## config.mk

```make
export PLATFORM = sky130hd
export DESIGN_NAME = pairwise_float_sum_stream_flat
export DESIGN_NICKNAME = d
export VERILOG_FILES = /design/src/hw/rtl/pfs_pkg.sv /design/src/hw/rtl/pfs_if.sv /design/src/hw/rtl/pfs_fadd.sv /design/src/hw/rtl/pfs_ctrl.sv /design/src/hw/rtl/pfs_dpath.sv /design/src/hw/rtl/pairwise_float_sum_stream.sv /design/src/flat_wrapper.sv
export SDC_FILE = /design/constraint.sdc
export NUM_CORES = 2
export LEC_CHECK = 0
export BUFFER_PORTS_ARGS = -buffer_cell sky130_fd_sc_hd__buf_2
export CAP_MARGIN = 30
export CORE_MARGIN = 2
export CORE_UTILIZATION = 40
export CTS_CLUSTER_SIZE = 25
export DETAILED_ROUTE_END_ITERATION = 6
export HOLD_SLACK_MARGIN = 0.02
export PLACE_DENSITY = 0.57
export SYNTH_ARGS = -nofsm -noshare
export SYNTH_HDL_FRONTEND = slang
export SYNTH_HIERARCHICAL = 1
export SYNTH_SLANG_ARGS = --single-unit
```

## constraint.sdc

```tcl
create_clock -name clock -period 18.7 [get_ports clock]
set_input_delay 0.935 -clock clock [delete_from_list [all_inputs] [get_ports clock]]
set_output_delay 0.935 -clock clock [all_outputs]
set_load 0.005 [all_outputs]
```

## src/hw/rtl/pfs_pkg.sv

```systemverilog
// Shared types and constants for the pairwise float sum stream block.
// Holds the controller-to-datapath command and status structs and binary64 constants.
// Depends on nothing.
package pfs_pkg;

   // Binary64 field widths and the default NaN that an invalid operation produces.
   localparam int unsigned FP_WIDTH     = 64;
   localparam int unsigned COUNT_WIDTH  = 32;
   localparam int unsigned FOLD_LIMIT   = 32;
   localparam logic [63:0] FP_QNAN      = 64'hFFF8_0000_0000_0000;
   localparam logic [31:0] COUNT_MAX    = 32'hFFFF_FFFF;

   // Source of a write into the partial sum memory.
   typedef enum logic [1:0] {
      WR_ITEM,
      WR_SUM,
      WR_ACC
   } wr_sel_type;

   // Commands from the controller to the datapath.
   typedef struct packed {
      logic       take;       // Latch an accepted item and update the count.
      logic       wr_en;      // Write the memory at the current level.
      wr_sel_type wr_sel;
      logic       rd_en;      // Read the memory at the current level.
      logic       add_start;  // Start the shared adder.
      logic       fold_mode;  // Operand order: fold is acc + level, chain is level + acc.
      logic       acc_sum;    // Load the accumulator from the adder result.
      logic       lvl_inc;    // Step to the next level.
      logic       fold_init;  // Clear accumulator to +0 and level to zero.
      logic       emit;       // Load the result register and clear the count.
   } cmd_type;

   // Status from the datapath to the controller.
   typedef struct packed {
      logic item_no_carry;  // Count before this item is even: the item loads level 0.
      logic last;           // The item being worked on closes its stream.
      logic lvl_past_top;   // Level index is beyond the top level.
      logic lvl_lt_ones;    // Level index is below the trailing ones of the index.
      logic fold_end;       // All levels that take part in the fold are done.
      logic cnt_bit;        // Count bit at the current level is set.
      logic add_done;       // Adder result is ready.
      logic rsp_full;       // Result register still holds an untaken item.
   } status_type;

endpackage

```

## src/hw/rtl/pfs_if.sv

```systemverilog
// Valid/ready channel interfaces for the pairwise float sum stream block.
// One interface for the addend channel and one for the result channel; no dependencies.
interface pfs_req_if;
   logic        valid;
   logic        ready;
   logic [63:0] value_bits;
   logic        is_last;

   modport source (output valid, output value_bits, output is_last, input ready);
   modport sink (input valid, input value_bits, input is_last, output ready);
endinterface

interface pfs_rsp_if;
   logic        valid;
   logic        ready;
   logic [63:0] total_bits;
   logic [31:0] item_total;

   modport source (output valid, output total_bits, output item_total, input ready);
   modport sink (input valid, input total_bits, input item_total, output ready);
endinterface

```

## src/hw/rtl/pfs_fadd.sv

```systemverilog
// Multi-cycle binary64 adder with round-to-nearest-even, one operation at a time.
// Stages: align, add, leading zero count, normalize shift, round. Uses pfs_pkg.
module pfs_fadd
   import pfs_pkg::*;
(
   input  logic        clock,
   input  logic        reset,
   input  logic        start,
   input  logic [63:0] op_a,
   input  logic [63:0] op_b,
   output logic        done,
   output logic [63:0] sum
);

   typedef enum logic [2:0] {
      A_IDLE,
      A_ALIGN,
      A_SUM,
      A_LZC,
      A_SHIFT,
      A_ROUND
   } astate_type;

   astate_type  state_ff, state_in;
   logic [63:0] a_ff, b_ff;
   logic [55:0] big_ff, small_ff;
   logic [11:0] exp_ff;
   logic        sign_ff, sub_ff, spec_ff;
   logic [63:0] spec_val_ff;
   logic [56:0] sum_ff;
   logic [55:0] norm_ff;
   logic [5:0]  lz_ff;
   logic        zero_ff;
   logic [63:0] res_ff;
   logic        done_ff;

   // Leading zero count over the 56-bit working mantissa.
   function automatic logic [5:0] clz56(input logic [55:0] v);
      logic [5:0] n;
      logic       hit;
      n   = 6'd56;
      hit = 1'b0;
      for (int i = 55; i >= 0; i--) begin
         if (!hit && v[i]) begin
            n   = 6'(55 - i);
            hit = 1'b1;
         end
      end
      return n;
   endfunction

   // Alignment: order operands by magnitude and shift the smaller one right with sticky.
   logic        a_big;
   logic [63:0] bg, sm;
   logic [10:0] eg, es, d;
   logic [55:0] mg, ms, ms_sh, ms_aln;
   logic        st;
   logic        a_nan, b_nan, a_inf, b_inf;
   logic        spec;
   logic [63:0] spec_val;

   always_comb begin
      a_big = a_ff[62:0] >= b_ff[62:0];
      bg    = a_big ? a_ff : b_ff;
      sm    = a_big ? b_ff : a_ff;
      eg    = (bg[62:52] == 11'd0) ? 11'd1 : bg[62:52];
      es    = (sm[62:52] == 11'd0) ? 11'd1 : sm[62:52];
      mg    = {|bg[62:52], bg[51:0], 3'b000};
      ms    = {|sm[62:52], sm[51:0], 3'b000};
      d     = eg - es;
      if (d > 11'd55) begin
         ms_sh = 56'd0;
         st    = |ms;
      end else begin
         ms_sh = ms >> d;
         st    = |(ms & ((56'd1 << d) - 56'd1));
      end
      ms_aln = {ms_sh[55:1], ms_sh[0] | st};

      // NaN and infinity handling; a NaN in the first operand takes priority.
      a_nan    = (&a_ff[62:52]) && (|a_ff[51:0]);
      b_nan    = (&b_ff[62:52]) && (|b_ff[51:0]);
      a_inf    = (&a_ff[62:52]) && !(|a_ff[51:0]);
      b_inf    = (&b_ff[62:52]) && !(|b_ff[51:0]);
      spec     = a_nan || b_nan || a_inf || b_inf;
      spec_val = 64'd0;
      if (a_nan) begin
         spec_val = a_ff | 64'h0008_0000_0000_0000;
      end else if (b_nan) begin
         spec_val = b_ff | 64'h0008_0000_0000_0000;
      end else if (a_inf && b_inf && (a_ff[63] != b_ff[63])) begin
         spec_val = FP_QNAN;
      end else if (a_inf) begin
         spec_val = a_ff;
      end else begin
         spec_val = b_ff;
      end
   end

   // Normalize shift, limited so that the exponent does not drop below the subnormal one.
   logic [11:0] exp_m1, sh;

   always_comb begin
      exp_m1 = exp_ff - 12'd1;
      sh     = (12'(lz_ff) < exp_m1) ? 12'(lz_ff) : exp_m1;
   end

   // Rounding to nearest even and packing.
   logic [52:0] mant;
   logic        rup;
   logic [53:0] mr;
   logic [52:0] mant_f;
   logic [11:0] ef;
   logic [63:0] packed_res;

   always_comb begin
      mant = norm_ff[55:3];
      rup  = norm_ff[2] && (norm_ff[1] || norm_ff[0] || mant[0]);
      mr   = {1'b0, mant} + 54'(rup);
      if (mr[53]) begin
         mant_f = mr[53:1];
         ef     = exp_ff + 12'd1;
      end else begin
         mant_f = mr[52:0];
         ef     = exp_ff;
      end
      if (spec_ff) begin
         packed_res = spec_val_ff;
      end else if (zero_ff) begin
         packed_res = {sub_ff ? 1'b0 : sign_ff, 63'd0};
      end else if (ef >= 12'd2047) begin
         packed_res = {sign_ff, 11'h7FF, 52'd0};
      end else if (!mant_f[52]) begin
         packed_res = {sign_ff, 11'd0, mant_f[51:0]};
      end else begin
         packed_res = {sign_ff, ef[10:0], mant_f[51:0]};
      end
   end

   // Stage sequencing.
   always_comb begin
      state_in = state_ff;
      case (state_ff)
         A_IDLE:  if (start) state_in = A_ALIGN;
         A_ALIGN: state_in = A_SUM;
         A_SUM:   state_in = A_LZC;
         A_LZC:   state_in = A_SHIFT;
         A_SHIFT: state_in = A_ROUND;
         A_ROUND: state_in = A_IDLE;
         default: state_in = A_IDLE;
      endcase
   end

   always_ff @(posedge clock) begin
      if (reset) begin
         state_ff <= A_IDLE;
         done_ff  <= 1'b0;
      end else begin
         state_ff <= state_in;
         done_ff  <= (state_ff == A_ROUND);
      end
   end

   // Datapath registers of the adder.
   always_ff @(posedge clock) begin
      case (state_ff)
         A_IDLE: begin
            if (start) begin
               a_ff <= op_a;
               b_ff <= op_b;
            end
         end
         A_ALIGN: begin
            big_ff      <= mg;
            small_ff    <= ms_aln;
            exp_ff      <= {1'b0, eg};
            sign_ff     <= bg[63];
            sub_ff      <= a_ff[63] ^ b_ff[63];
            spec_ff     <= spec;
            spec_val_ff <= spec_val;
         end
         A_SUM: begin
            sum_ff <= sub_ff ? ({1'b0, big_ff} - {1'b0, small_ff})
                             : ({1'b0, big_ff} + {1'b0, small_ff});
         end
         A_LZC: begin
            zero_ff <= (sum_ff == 57'd0);
            if (sum_ff[56]) begin
               norm_ff <= {sum_ff[56:2], |sum_ff[1:0]};
               exp_ff  <= exp_ff + 12'd1;
               lz_ff   <= 6'd0;
            end else begin
               norm_ff <= sum_ff[55:0];
               lz_ff   <= clz56(sum_ff[55:0]);
            end
         end
         A_SHIFT: begin
            norm_ff <= norm_ff << sh;
            exp_ff  <= exp_ff - sh;
         end
         A_ROUND: res_ff <= packed_res;
         default: ;
      endcase
   end

   assign done = done_ff;
   assign sum  = res_ff;

endmodule

```

## src/hw/rtl/pfs_ctrl.sv

```systemverilog
// Controller state machine for the pairwise float sum stream block.
// Sequences the carry chain and the final fold through command and status structs; uses pfs_pkg.
module pfs_ctrl
   import pfs_pkg::*;
(
   input  logic       clock,
   input  logic       reset,
   input  logic       req_valid,
   output logic       req_ready,
   input  status_type status,
   output cmd_type    cmd
);

   typedef enum logic [3:0] {
      S_IDLE,
      S_WR0,
      S_RD,
      S_ADD,
      S_AWAIT,
      S_DEC,
      S_WRL,
      S_CHK,
      S_FCHK,
      S_FRD,
      S_FADD,
      S_FWAIT,
      S_EMIT
   } state_type;

   state_type state_ff, state_in;

   // Next state and commands for the current state.
   always_comb begin
      state_in  = state_ff;
      cmd       = '0;
      cmd.wr_sel = WR_ITEM;
      req_ready = (state_ff == S_IDLE);
      case (state_ff)
         S_IDLE: begin
            if (req_valid) begin
               cmd.take = 1'b1;
               state_in = status.item_no_carry ? S_WR0 : S_RD;
            end
         end
         // Even index: the item simply loads level 0.
         S_WR0: begin
            cmd.wr_en  = 1'b1;
            cmd.wr_sel = WR_ITEM;
            state_in   = S_CHK;
         end
         // Carry chain: level j accumulates the level below it.
         S_RD: begin
            cmd.rd_en = 1'b1;
            state_in  = S_ADD;
         end
         S_ADD: begin
            cmd.add_start = 1'b1;
            state_in      = S_AWAIT;
         end
         S_AWAIT: begin
            if (status.add_done) begin
               cmd.wr_en   = 1'b1;
               cmd.wr_sel  = WR_SUM;
               cmd.acc_sum = 1'b1;
               cmd.lvl_inc = 1'b1;
               state_in    = S_DEC;
            end
         end
         S_DEC: begin
            if (status.lvl_past_top) begin
               state_in = S_CHK;
            end else if (status.lvl_lt_ones) begin
               state_in = S_RD;
            end else begin
               state_in = S_WRL;
            end
         end
         // End of the carry: the level above the run of ones is loaded.
         S_WRL: begin
            cmd.wr_en  = 1'b1;
            cmd.wr_sel = WR_ACC;
            state_in   = S_CHK;
         end
         S_CHK: begin
            if (status.last) begin
               cmd.fold_init = 1'b1;
               state_in      = S_FCHK;
            end else begin
               state_in = S_IDLE;
            end
         end
         // Fold the levels whose count bit is set, lowest first.
         S_FCHK: begin
            if (status.fold_end) begin
               state_in = S_EMIT;
            end else if (status.cnt_bit) begin
               state_in = S_FRD;
            end else begin
               cmd.lvl_inc = 1'b1;
            end
         end
         S_FRD: begin
            cmd.rd_en = 1'b1;
            state_in  = S_FADD;
         end
         S_FADD: begin
            cmd.add_start = 1'b1;
            cmd.fold_mode = 1'b1;
            state_in      = S_FWAIT;
         end
         S_FWAIT: begin
            cmd.fold_mode = 1'b1;
            if (status.add_done) begin
               cmd.acc_sum = 1'b1;
               cmd.lvl_inc = 1'b1;
               state_in    = S_FCHK;
            end
         end
         S_EMIT: begin
            if (!status.rsp_full) begin
               cmd.emit = 1'b1;
               state_in = S_IDLE;
            end
         end
         default: state_in = S_IDLE;
      endcase
   end

   always_ff @(posedge clock) begin
      if (reset) begin
         state_ff <= S_IDLE;
      end else begin
         state_ff <= state_in;
      end
   end

endmodule

```

## src/hw/rtl/pfs_dpath.sv

```systemverilog
// Datapath of the pairwise float sum stream block: partial sum memory, count,
// accumulator, level index, result register and the shared adder. Uses pfs_pkg, pfs_fadd.
module pfs_dpath
   import pfs_pkg::*;
#(
   parameter int unsigned LEVELS = 32
) (
   input  logic        clock,
   input  logic        reset,
   input  cmd_type     cmd,
   output status_type  status,
   input  logic [63:0] req_value_bits,
   input  logic        req_is_last,
   output logic        rsp_valid,
   input  logic        rsp_ready,
   output logic [63:0] rsp_total_bits,
   output logic [31:0] rsp_item_total
);

   localparam int unsigned AW     = (LEVELS > 1) ? $clog2(LEVELS) : 1;
   localparam int unsigned LW     = $clog2(LEVELS + 1);
   localparam int unsigned TOP    = LEVELS - 1;
   localparam int unsigned FOLD_N = (LEVELS < FOLD_LIMIT) ? LEVELS : FOLD_LIMIT;

   logic [63:0] mem [LEVELS];
   logic [63:0] rd_ff;
   logic [63:0] x_ff, acc_ff;
   logic [31:0] count_ff;
   logic [5:0]  ones_ff;
   logic [LW-1:0] lvl_ff;
   logic        last_ff;
   logic        rsp_valid_ff;
   logic [63:0] total_ff;
   logic [31:0] item_total_ff;

   logic [AW-1:0] addr;
   logic [63:0]   wdata;
   logic [63:0]   add_a, add_b, add_sum;
   logic          add_done;
   logic [5:0]    ones_now;
   logic [31:0]   count_inc;
   logic [31:0]   count_sh;

   // Trailing ones of the count before the item: the length of the carry.
   always_comb begin
      ones_now = 6'd32;
      for (int i = 31; i >= 0; i--) begin
         if (!count_ff[i]) begin
            ones_now = 6'(i);
         end
      end
      count_inc = (count_ff == COUNT_MAX) ? COUNT_MAX : count_ff + 32'd1;
      count_sh  = count_ff >> lvl_ff;
   end

   assign addr = lvl_ff[AW-1:0];

   // Memory write data by source.
   always_comb begin
      case (cmd.wr_sel)
         WR_ITEM: wdata = x_ff;
         WR_SUM:  wdata = add_sum;
         WR_ACC:  wdata = acc_ff;
         default: wdata = x_ff;
      endcase
   end

   // Partial sum memory with registered read data.
   always_ff @(posedge clock) begin
      if (cmd.wr_en) begin
         mem[addr] <= wdata;
      end
      if (cmd.rd_en) begin
         rd_ff <= mem[addr];
      end
   end

   // Operand order follows the accumulation direction of each phase.
   assign add_a = cmd.fold_mode ? acc_ff : rd_ff;
   assign add_b = cmd.fold_mode ? rd_ff : acc_ff;

   pfs_fadd u_fadd (
      .clock (clock),
      .reset (reset),
      .start (cmd.add_start),
      .op_a  (add_a),
      .op_b  (add_b),
      .done  (add_done),
      .sum   (add_sum)
   );

   // Item, accumulator and level registers.
   always_ff @(posedge clock) begin
      if (cmd.take) begin
         x_ff    <= req_value_bits;
         acc_ff  <= req_value_bits;
         last_ff <= req_is_last;
         ones_ff <= ones_now;
      end else if (cmd.acc_sum) begin
         acc_ff <= add_sum;
      end else if (cmd.fold_init) begin
         acc_ff <= 64'd0;
      end
      if (cmd.take || cmd.fold_init) begin
         lvl_ff <= '0;
      end else if (cmd.lvl_inc) begin
         lvl_ff <= lvl_ff + LW'(1);
      end
      if (cmd.emit) begin
         total_ff      <= acc_ff;
         item_total_ff <= count_ff;
      end
   end

   // Item count and result valid.
   always_ff @(posedge clock) begin
      if (reset) begin
         count_ff     <= 32'd0;
         rsp_valid_ff <= 1'b0;
      end else begin
         if (cmd.take) begin
            count_ff <= count_inc;
         end else if (cmd.emit) begin
            count_ff <= 32'd0;
         end
         if (cmd.emit) begin
            rsp_valid_ff <= 1'b1;
         end else if (rsp_ready) begin
            rsp_valid_ff <= 1'b0;
         end
      end
   end

   always_comb begin
      status.item_no_carry = !count_ff[0];
      status.last          = last_ff;
      status.lvl_past_top  = lvl_ff > LW'(TOP);
      status.lvl_lt_ones   = 7'(lvl_ff) < 7'(ones_ff);
      status.fold_end      = lvl_ff >= LW'(FOLD_N);
      status.cnt_bit       = count_sh[0];
      status.add_done      = add_done;
      status.rsp_full      = rsp_valid_ff;
   end

   assign rsp_valid      = rsp_valid_ff;
   assign rsp_total_bits = total_ff;
   assign rsp_item_total = item_total_ff;

endmodule

```

## src/hw/rtl/pairwise_float_sum_stream.sv

```systemverilog
// Pairwise binary64 summation of an item stream, one item worked on at a time. An item
// whose index (count before it) is even simply loads level 0; otherwise it makes
// min(t, LEVELS) carry additions, t being the trailing ones of the index, each through
// the shared adder after a registered read of the partial sum memory. The item marked
// last then folds every level whose bit is set in the item count, scanning the clear
// levels in between, and the total comes out with the item count. The result sits in
// an output register, so the next item is taken while it waits. Streams of 2^LEVELS
// items or more do not give the true pairwise sum.
// Uses pfs_pkg, pfs_if, pfs_ctrl, pfs_dpath.
module pairwise_float_sum_stream
   import pfs_pkg::*;
#(
   parameter int unsigned LEVELS = 32
) (
   input  logic    clock,
   input  logic    reset,
   pfs_req_if.sink req_chan,
   pfs_rsp_if.source rsp_chan
);

   cmd_type    cmd;
   status_type status;

   pfs_ctrl u_ctrl (
      .clock     (clock),
      .reset     (reset),
      .req_valid (req_chan.valid),
      .req_ready (req_chan.ready),
      .status    (status),
      .cmd       (cmd)
   );

   pfs_dpath #(
      .LEVELS (LEVELS)
   ) u_dpath (
      .clock          (clock),
      .reset          (reset),
      .cmd            (cmd),
      .status         (status),
      .req_value_bits (req_chan.value_bits),
      .req_is_last    (req_chan.is_last),
      .rsp_valid      (rsp_chan.valid),
      .rsp_ready      (rsp_chan.ready),
      .rsp_total_bits (rsp_chan.total_bits),
      .rsp_item_total (rsp_chan.item_total)
   );

endmodule

```

## src/flat_wrapper.sv

```systemverilog
// flat-port wrapper written by rule: the top's interface ports become plain ports
module pairwise_float_sum_stream_flat import pfs_pkg::*;
#(
   parameter int unsigned LEVELS = 32
)
  (clock, reset, req_chan_valid, req_chan_value_bits, req_chan_is_last, req_chan_ready, rsp_chan_valid, rsp_chan_total_bits, rsp_chan_item_total, rsp_chan_ready);
  pfs_req_if req_chan_i ();
  pfs_rsp_if rsp_chan_i ();
  input  logic clock;
  input  logic reset;
  input wire logic [$bits(req_chan_i.valid)-1:0] req_chan_valid;
  input wire logic [$bits(req_chan_i.value_bits)-1:0] req_chan_value_bits;
  input wire logic [$bits(req_chan_i.is_last)-1:0] req_chan_is_last;
  output wire logic [$bits(req_chan_i.ready)-1:0] req_chan_ready;
  output wire logic [$bits(rsp_chan_i.valid)-1:0] rsp_chan_valid;
  output wire logic [$bits(rsp_chan_i.total_bits)-1:0] rsp_chan_total_bits;
  output wire logic [$bits(rsp_chan_i.item_total)-1:0] rsp_chan_item_total;
  input wire logic [$bits(rsp_chan_i.ready)-1:0] rsp_chan_ready;
  assign req_chan_i.valid = req_chan_valid;
  assign req_chan_i.value_bits = req_chan_value_bits;
  assign req_chan_i.is_last = req_chan_is_last;
  assign req_chan_ready = req_chan_i.ready;
  assign rsp_chan_valid = rsp_chan_i.valid;
  assign rsp_chan_total_bits = rsp_chan_i.total_bits;
  assign rsp_chan_item_total = rsp_chan_i.item_total;
  assign rsp_chan_i.ready = rsp_chan_ready;
  pairwise_float_sum_stream #(.LEVELS(LEVELS)) u_core (.clock(clock), .reset(reset), .req_chan(req_chan_i), .rsp_chan(rsp_chan_i));
endmodule
```

==> metrics.md <==
| Metric | Value |
|---|---|
| Status | `complete, but fails checks` |
| Failing checks | `design-rule violations` |
| Gr usage total | `0.267` |
| CP peak stage delay | `between 0.8 and 0.9 ns` |
| Max-cap viol count | `0` |
| Die X | `575 um` |
| Hold path startpoint | `req_chan_is_last` |
| Slew Limit Fails | `0` |
| Core area | `324,000 um2` |
| Post-CTS setup buffer count | `0` |
| Worst skew pair latency | `0.92 ns` |
| Antenna violations before repair | `49` |
| Post-route setup slack | `9.47 ns` |
| GP Congestion | `0.944` |
| Vias | `81.3k` |
| Peak supply drop | `0.102 mV` |
| Final number of hold-violating endpoints | `0` |
| TritonCTS Sinks | `approximately 2.9k` |
| Gate Count Post-Synth | `8,227` |
| Hold Path Sink | `u_core/u_dpath/last_ff` |
| Post-Syn Area | `130,000 um2` |
| CTS buffer count | `between 300 and 400` |
| CP Capture Type | `register` |
| R2R depth | `27` |
| Die Ht | `approximately 570 um` |
| Required time worst endpoint | `19.32 ns` |
| Count leader, synth | `edfxtp_1` |
| Critical Path AT | `9.86 ns` |
| Synth async-reset ratio | `0` |
| Finished Cell Area | `147,000 um2` |
| Fill cell count | `~28k` |
| Critical path class | `register to register` |
| Setup crit start kind | `register` |
| Cell taking the most area after synthesis | `edfxtp_1` |
| Ys flop type | `edfxtp_1` |
| Cell Area, Placed | `138,000 um2` |
| Final Skew | `0.0763 ns` |
| Total Wirelength | `around 450 mm` |
| Drt first pass iters | `7` |
| Synth warn | `6` |
| IO buf count | `166` |
| Slowest CP cell | `nor3_4` |
| Post-CTS Resized | `0` |
| Sequential area share after synthesis | `0.662` |
| Synth Register Bits | `roughly 2.9k` |
| I/O pins | `167` |
| Synth cell count leaders | `edfxtp_1, mux4_2, nand2_1, a22oi_1, nor2_1` |
| Core Rows | `209` |
| Place WS | `9.62 ns` |
| Reg-to-reg endpoint | `u_core/u_dpath/u_fadd/small_ff[0]` |
| WL per Instance | `between 30 and 40 um` |
| Period utilization | `0.494` |
| H-tree depth | `5` |
| TritonCTS clock tree | `built` |
| Layout cell share with drive strength beyond 1 | `0.212` |
| Leak Pwr | `around 47 nW` |
| Reg-to-reg critical path startpoint | `u_core/u_dpath/u_fadd/a_ff[34]` |
| Post-synth EDFFs | `between 2k and 3k` |
| Largest net degree at the start of global routing | `84` |
| Type of the most critical hold path | `input port to register` |
| First-pass GRT wire length | `627 mm` |
| Min Clock Period, post-route | `9.23 ns` |
| DRC | `1` |
| Pwr Density | `between 100 and 150 nW/um2` |
| DP HPWL | `294 mm` |
| Starting Density | `0.402` |
| Syn-to-layout area delta | `13.2%` |
| Max Clock Freq | `108 MHz` |
| Flop-to-flop setup slack | `9.47 ns` |
| Aggregate negative setup slack | `0 ns` |
| RSZ-0062 raised after global routing | `false` |
| GRT overflow | `0` |
| ANT nets after route | `0` |
| Slew @ Worst Pin | `1.07 ns` |
| Synth area leaders | `edfxtp_1, mux4_2, a22oi_1, ha_1, mux2_2` |
| CTS Buffer Depth | `4` |
| Number of hold buffers added after cts | `0` |
| Root buffer cell | `clkbuf_16` |
| CP Max Fanout | `50` |
| Hold Crit Depth | `1` |
| Initial DRC Count | `10.6k` |
| Die ar. | `330,000 um2` |
| Number of setup violations in the final report | `0` |
| Routed vias/inst | `between 6 and 7` |
| Mean Syn Cell Area | `15.8 um2` |
| Final net count | `8,749` |
| Yosys top cell area share | `0.655` |
| Relative slew margins | `0.279` |
| Yosys cell types | `about 120` |
| Vias in the first global route | `78.9k` |
| Reg clk slew, reported paths | `0.07 ns` |
[power breakdown]
group	total, mW	internal (mW)	switching (mW)
Sequential	8.25	7.90	0.354
Combinational	3.98	1.25	2.73
Clock	6.04	3.46	2.58
[final cells by class]
cell class / count / area, um2 / area share
Sequential cell: 2890 / 86300 / 0.585
Multi-Input combinational cell: 4605 / 41600 / 0.282
Clock buffer: 387 / 8210 / 0.0556
Tap cell: 4325 / 5410 / 0.0367
Timing Repair Buffer: 426 / 3450 / 0.0234
Clock inverter: 170 / 1550 / 0.0105
Inverter: 235 / 883 / 0.00599
Antenna cell: 21 / 52.6 / 0.000356
[layer usage]
metal	routed length, um	global-route usage
met5	51	0
met4	22700	0.122
met3	32000	0.0353
met2	218000	0.438
met1	179000	0.356
[metrics by stage]
stage	hold WS, ns	utilization	total power [mW]	cells
after global routing	0.213	0.455	18.8	13100
after CTS	0.181	0.455	18.3	13000
after detailed placement	0.502	0.424	12.3	12500
after floorplan	0.403	-	10.6	8228
final	0.229	0.455	18.3	13100
after global placement	0.502	0.422	12.2	12400
[flip-flops by register name, indices dropped and copies added (netlist names), 3 cells and up]
name                               count
u_core/u_dpath/ones_ff                 6
u_core/u_dpath/u_fadd/sum             64
u_core/u_dpath/acc_ff                 64
u_core/u_dpath/u_fadd/lz_ff            6
u_core/u_dpath/u_fadd/small_ff        56
u_core/u_dpath/rd_ff                  64
u_core/u_dpath/lvl_ff                  6
u_core/u_dpath/u_fadd/state_ff         3
u_core/u_dpath/rsp_item_total         32
u_core/u_dpath/x_ff                   64
u_core/u_dpath/u_fadd/exp_ff          12
u_core/u_dpath/u_fadd/big_ff          53
u_core/u_dpath/u_fadd/sum_ff          57
u_core/u_dpath/u_fadd/norm_ff         56
u_core/u_dpath/mem                  2048
u_core/u_ctrl/state_ff                 4
u_core/u_dpath/count_ff               32
u_core/u_dpath/u_fadd/b_ff            64
u_core/u_dpath/u_fadd/a_ff            64
u_core/u_dpath/rsp_total_bits         64
u_core/u_dpath/u_fadd/spec_val_ff     64
[logic make-up (layout without fill, tap and decap cells)]
logic type,after synthesis,in the layout,synth area share
AO/OA/AOI/OAI,1688,1688,0.0890
multiplexers,1040,1040,0.137
adder cells (fa/ha/maj),211,211,0.0204
XOR/XNOR,144,144,0.00968
AND/OR/NAND/NOR,1520,1520,0.0573
buffers and inverters,733,1218,0.0239
other,1,23,0.0000288
flip-flops,2890,2890,0.662
[how the worst max path moves through the flow]
stage / start / to / cells after the start
detailed placement: u_core/u_dpath/u_fadd/a_ff[34] / u_core/u_dpath/u_fadd/small_ff[0] / 26
floorplan: u_core/u_ctrl/state_ff[3] / u_core/u_dpath/u_fadd/a_ff[0] / 4
global placement: u_core/u_dpath/u_fadd/b_ff[37] / u_core/u_dpath/u_fadd/small_ff[0] / 25
global route: u_core/u_dpath/u_fadd/a_ff[34] / u_core/u_dpath/u_fadd/small_ff[0] / 24
CTS: u_core/u_dpath/u_fadd/a_ff[34] / u_core/u_dpath/u_fadd/small_ff[0] / 26
finish: u_core/u_dpath/u_fadd/a_ff[34] / u_core/u_dpath/u_fadd/small_ff[0] / 27
[worst max-delay path, delay by kind of cell, from the launching register on]
family	cells	cell delay [ns]
AND/OR/NAND/NOR	5	2.22
multiplexers	2	0.80
AO/OA/AOI/OAI	13	2.95
adder cells (fa/ha/maj)	3	1.11
flip-flops	1	0.49
buffers and inverters	4	1.35
[layout by cell type (no fill, tap or decap), types with 35 or more instances in the layout]
cell | netlist | layout
clkbuf_16 | 0 | 317
clkbuf_1 | 311 | 69
o21ai_2 | 0 | 62
clkinv_1 | 1 | 64
mux4_2 | 557 | 557
and3_1 | 37 | 36
nor2_1 | 381 | 346
nor3_1 | 73 | 70
nand3_1 | 125 | 125
a211oi_1 | 51 | 51
a21oi_1 | 260 | 257
xor2_1 | 59 | 56
a22oi_1 | 413 | 413
nand4_1 | 127 | 127
inv_1 | 230 | 229
buf_2 | 97 | 168
mux2_2 | 225 | 225
ha_1 | 208 | 205
a31oi_1 | 45 | 45
o21ai_0 | 333 | 267
o211ai_1 | 36 | 36
edfxtp_1 | 2843 | 2843
a21o_1 | 52 | 52
xnor2_1 | 85 | 82
buf_4 | 16 | 213
nand2b_1 | 35 | 35
a22o_1 | 137 | 137
mux2i_1 | 242 | 241
nand2_1 | 483 | 483
o22ai_1 | 43 | 43
clkinv_2 | 0 | 50
dfxtp_1 | 47 | 45
nor4_1 | 59 | 58
No activity file was read; power rests on OpenSTA's default activity.
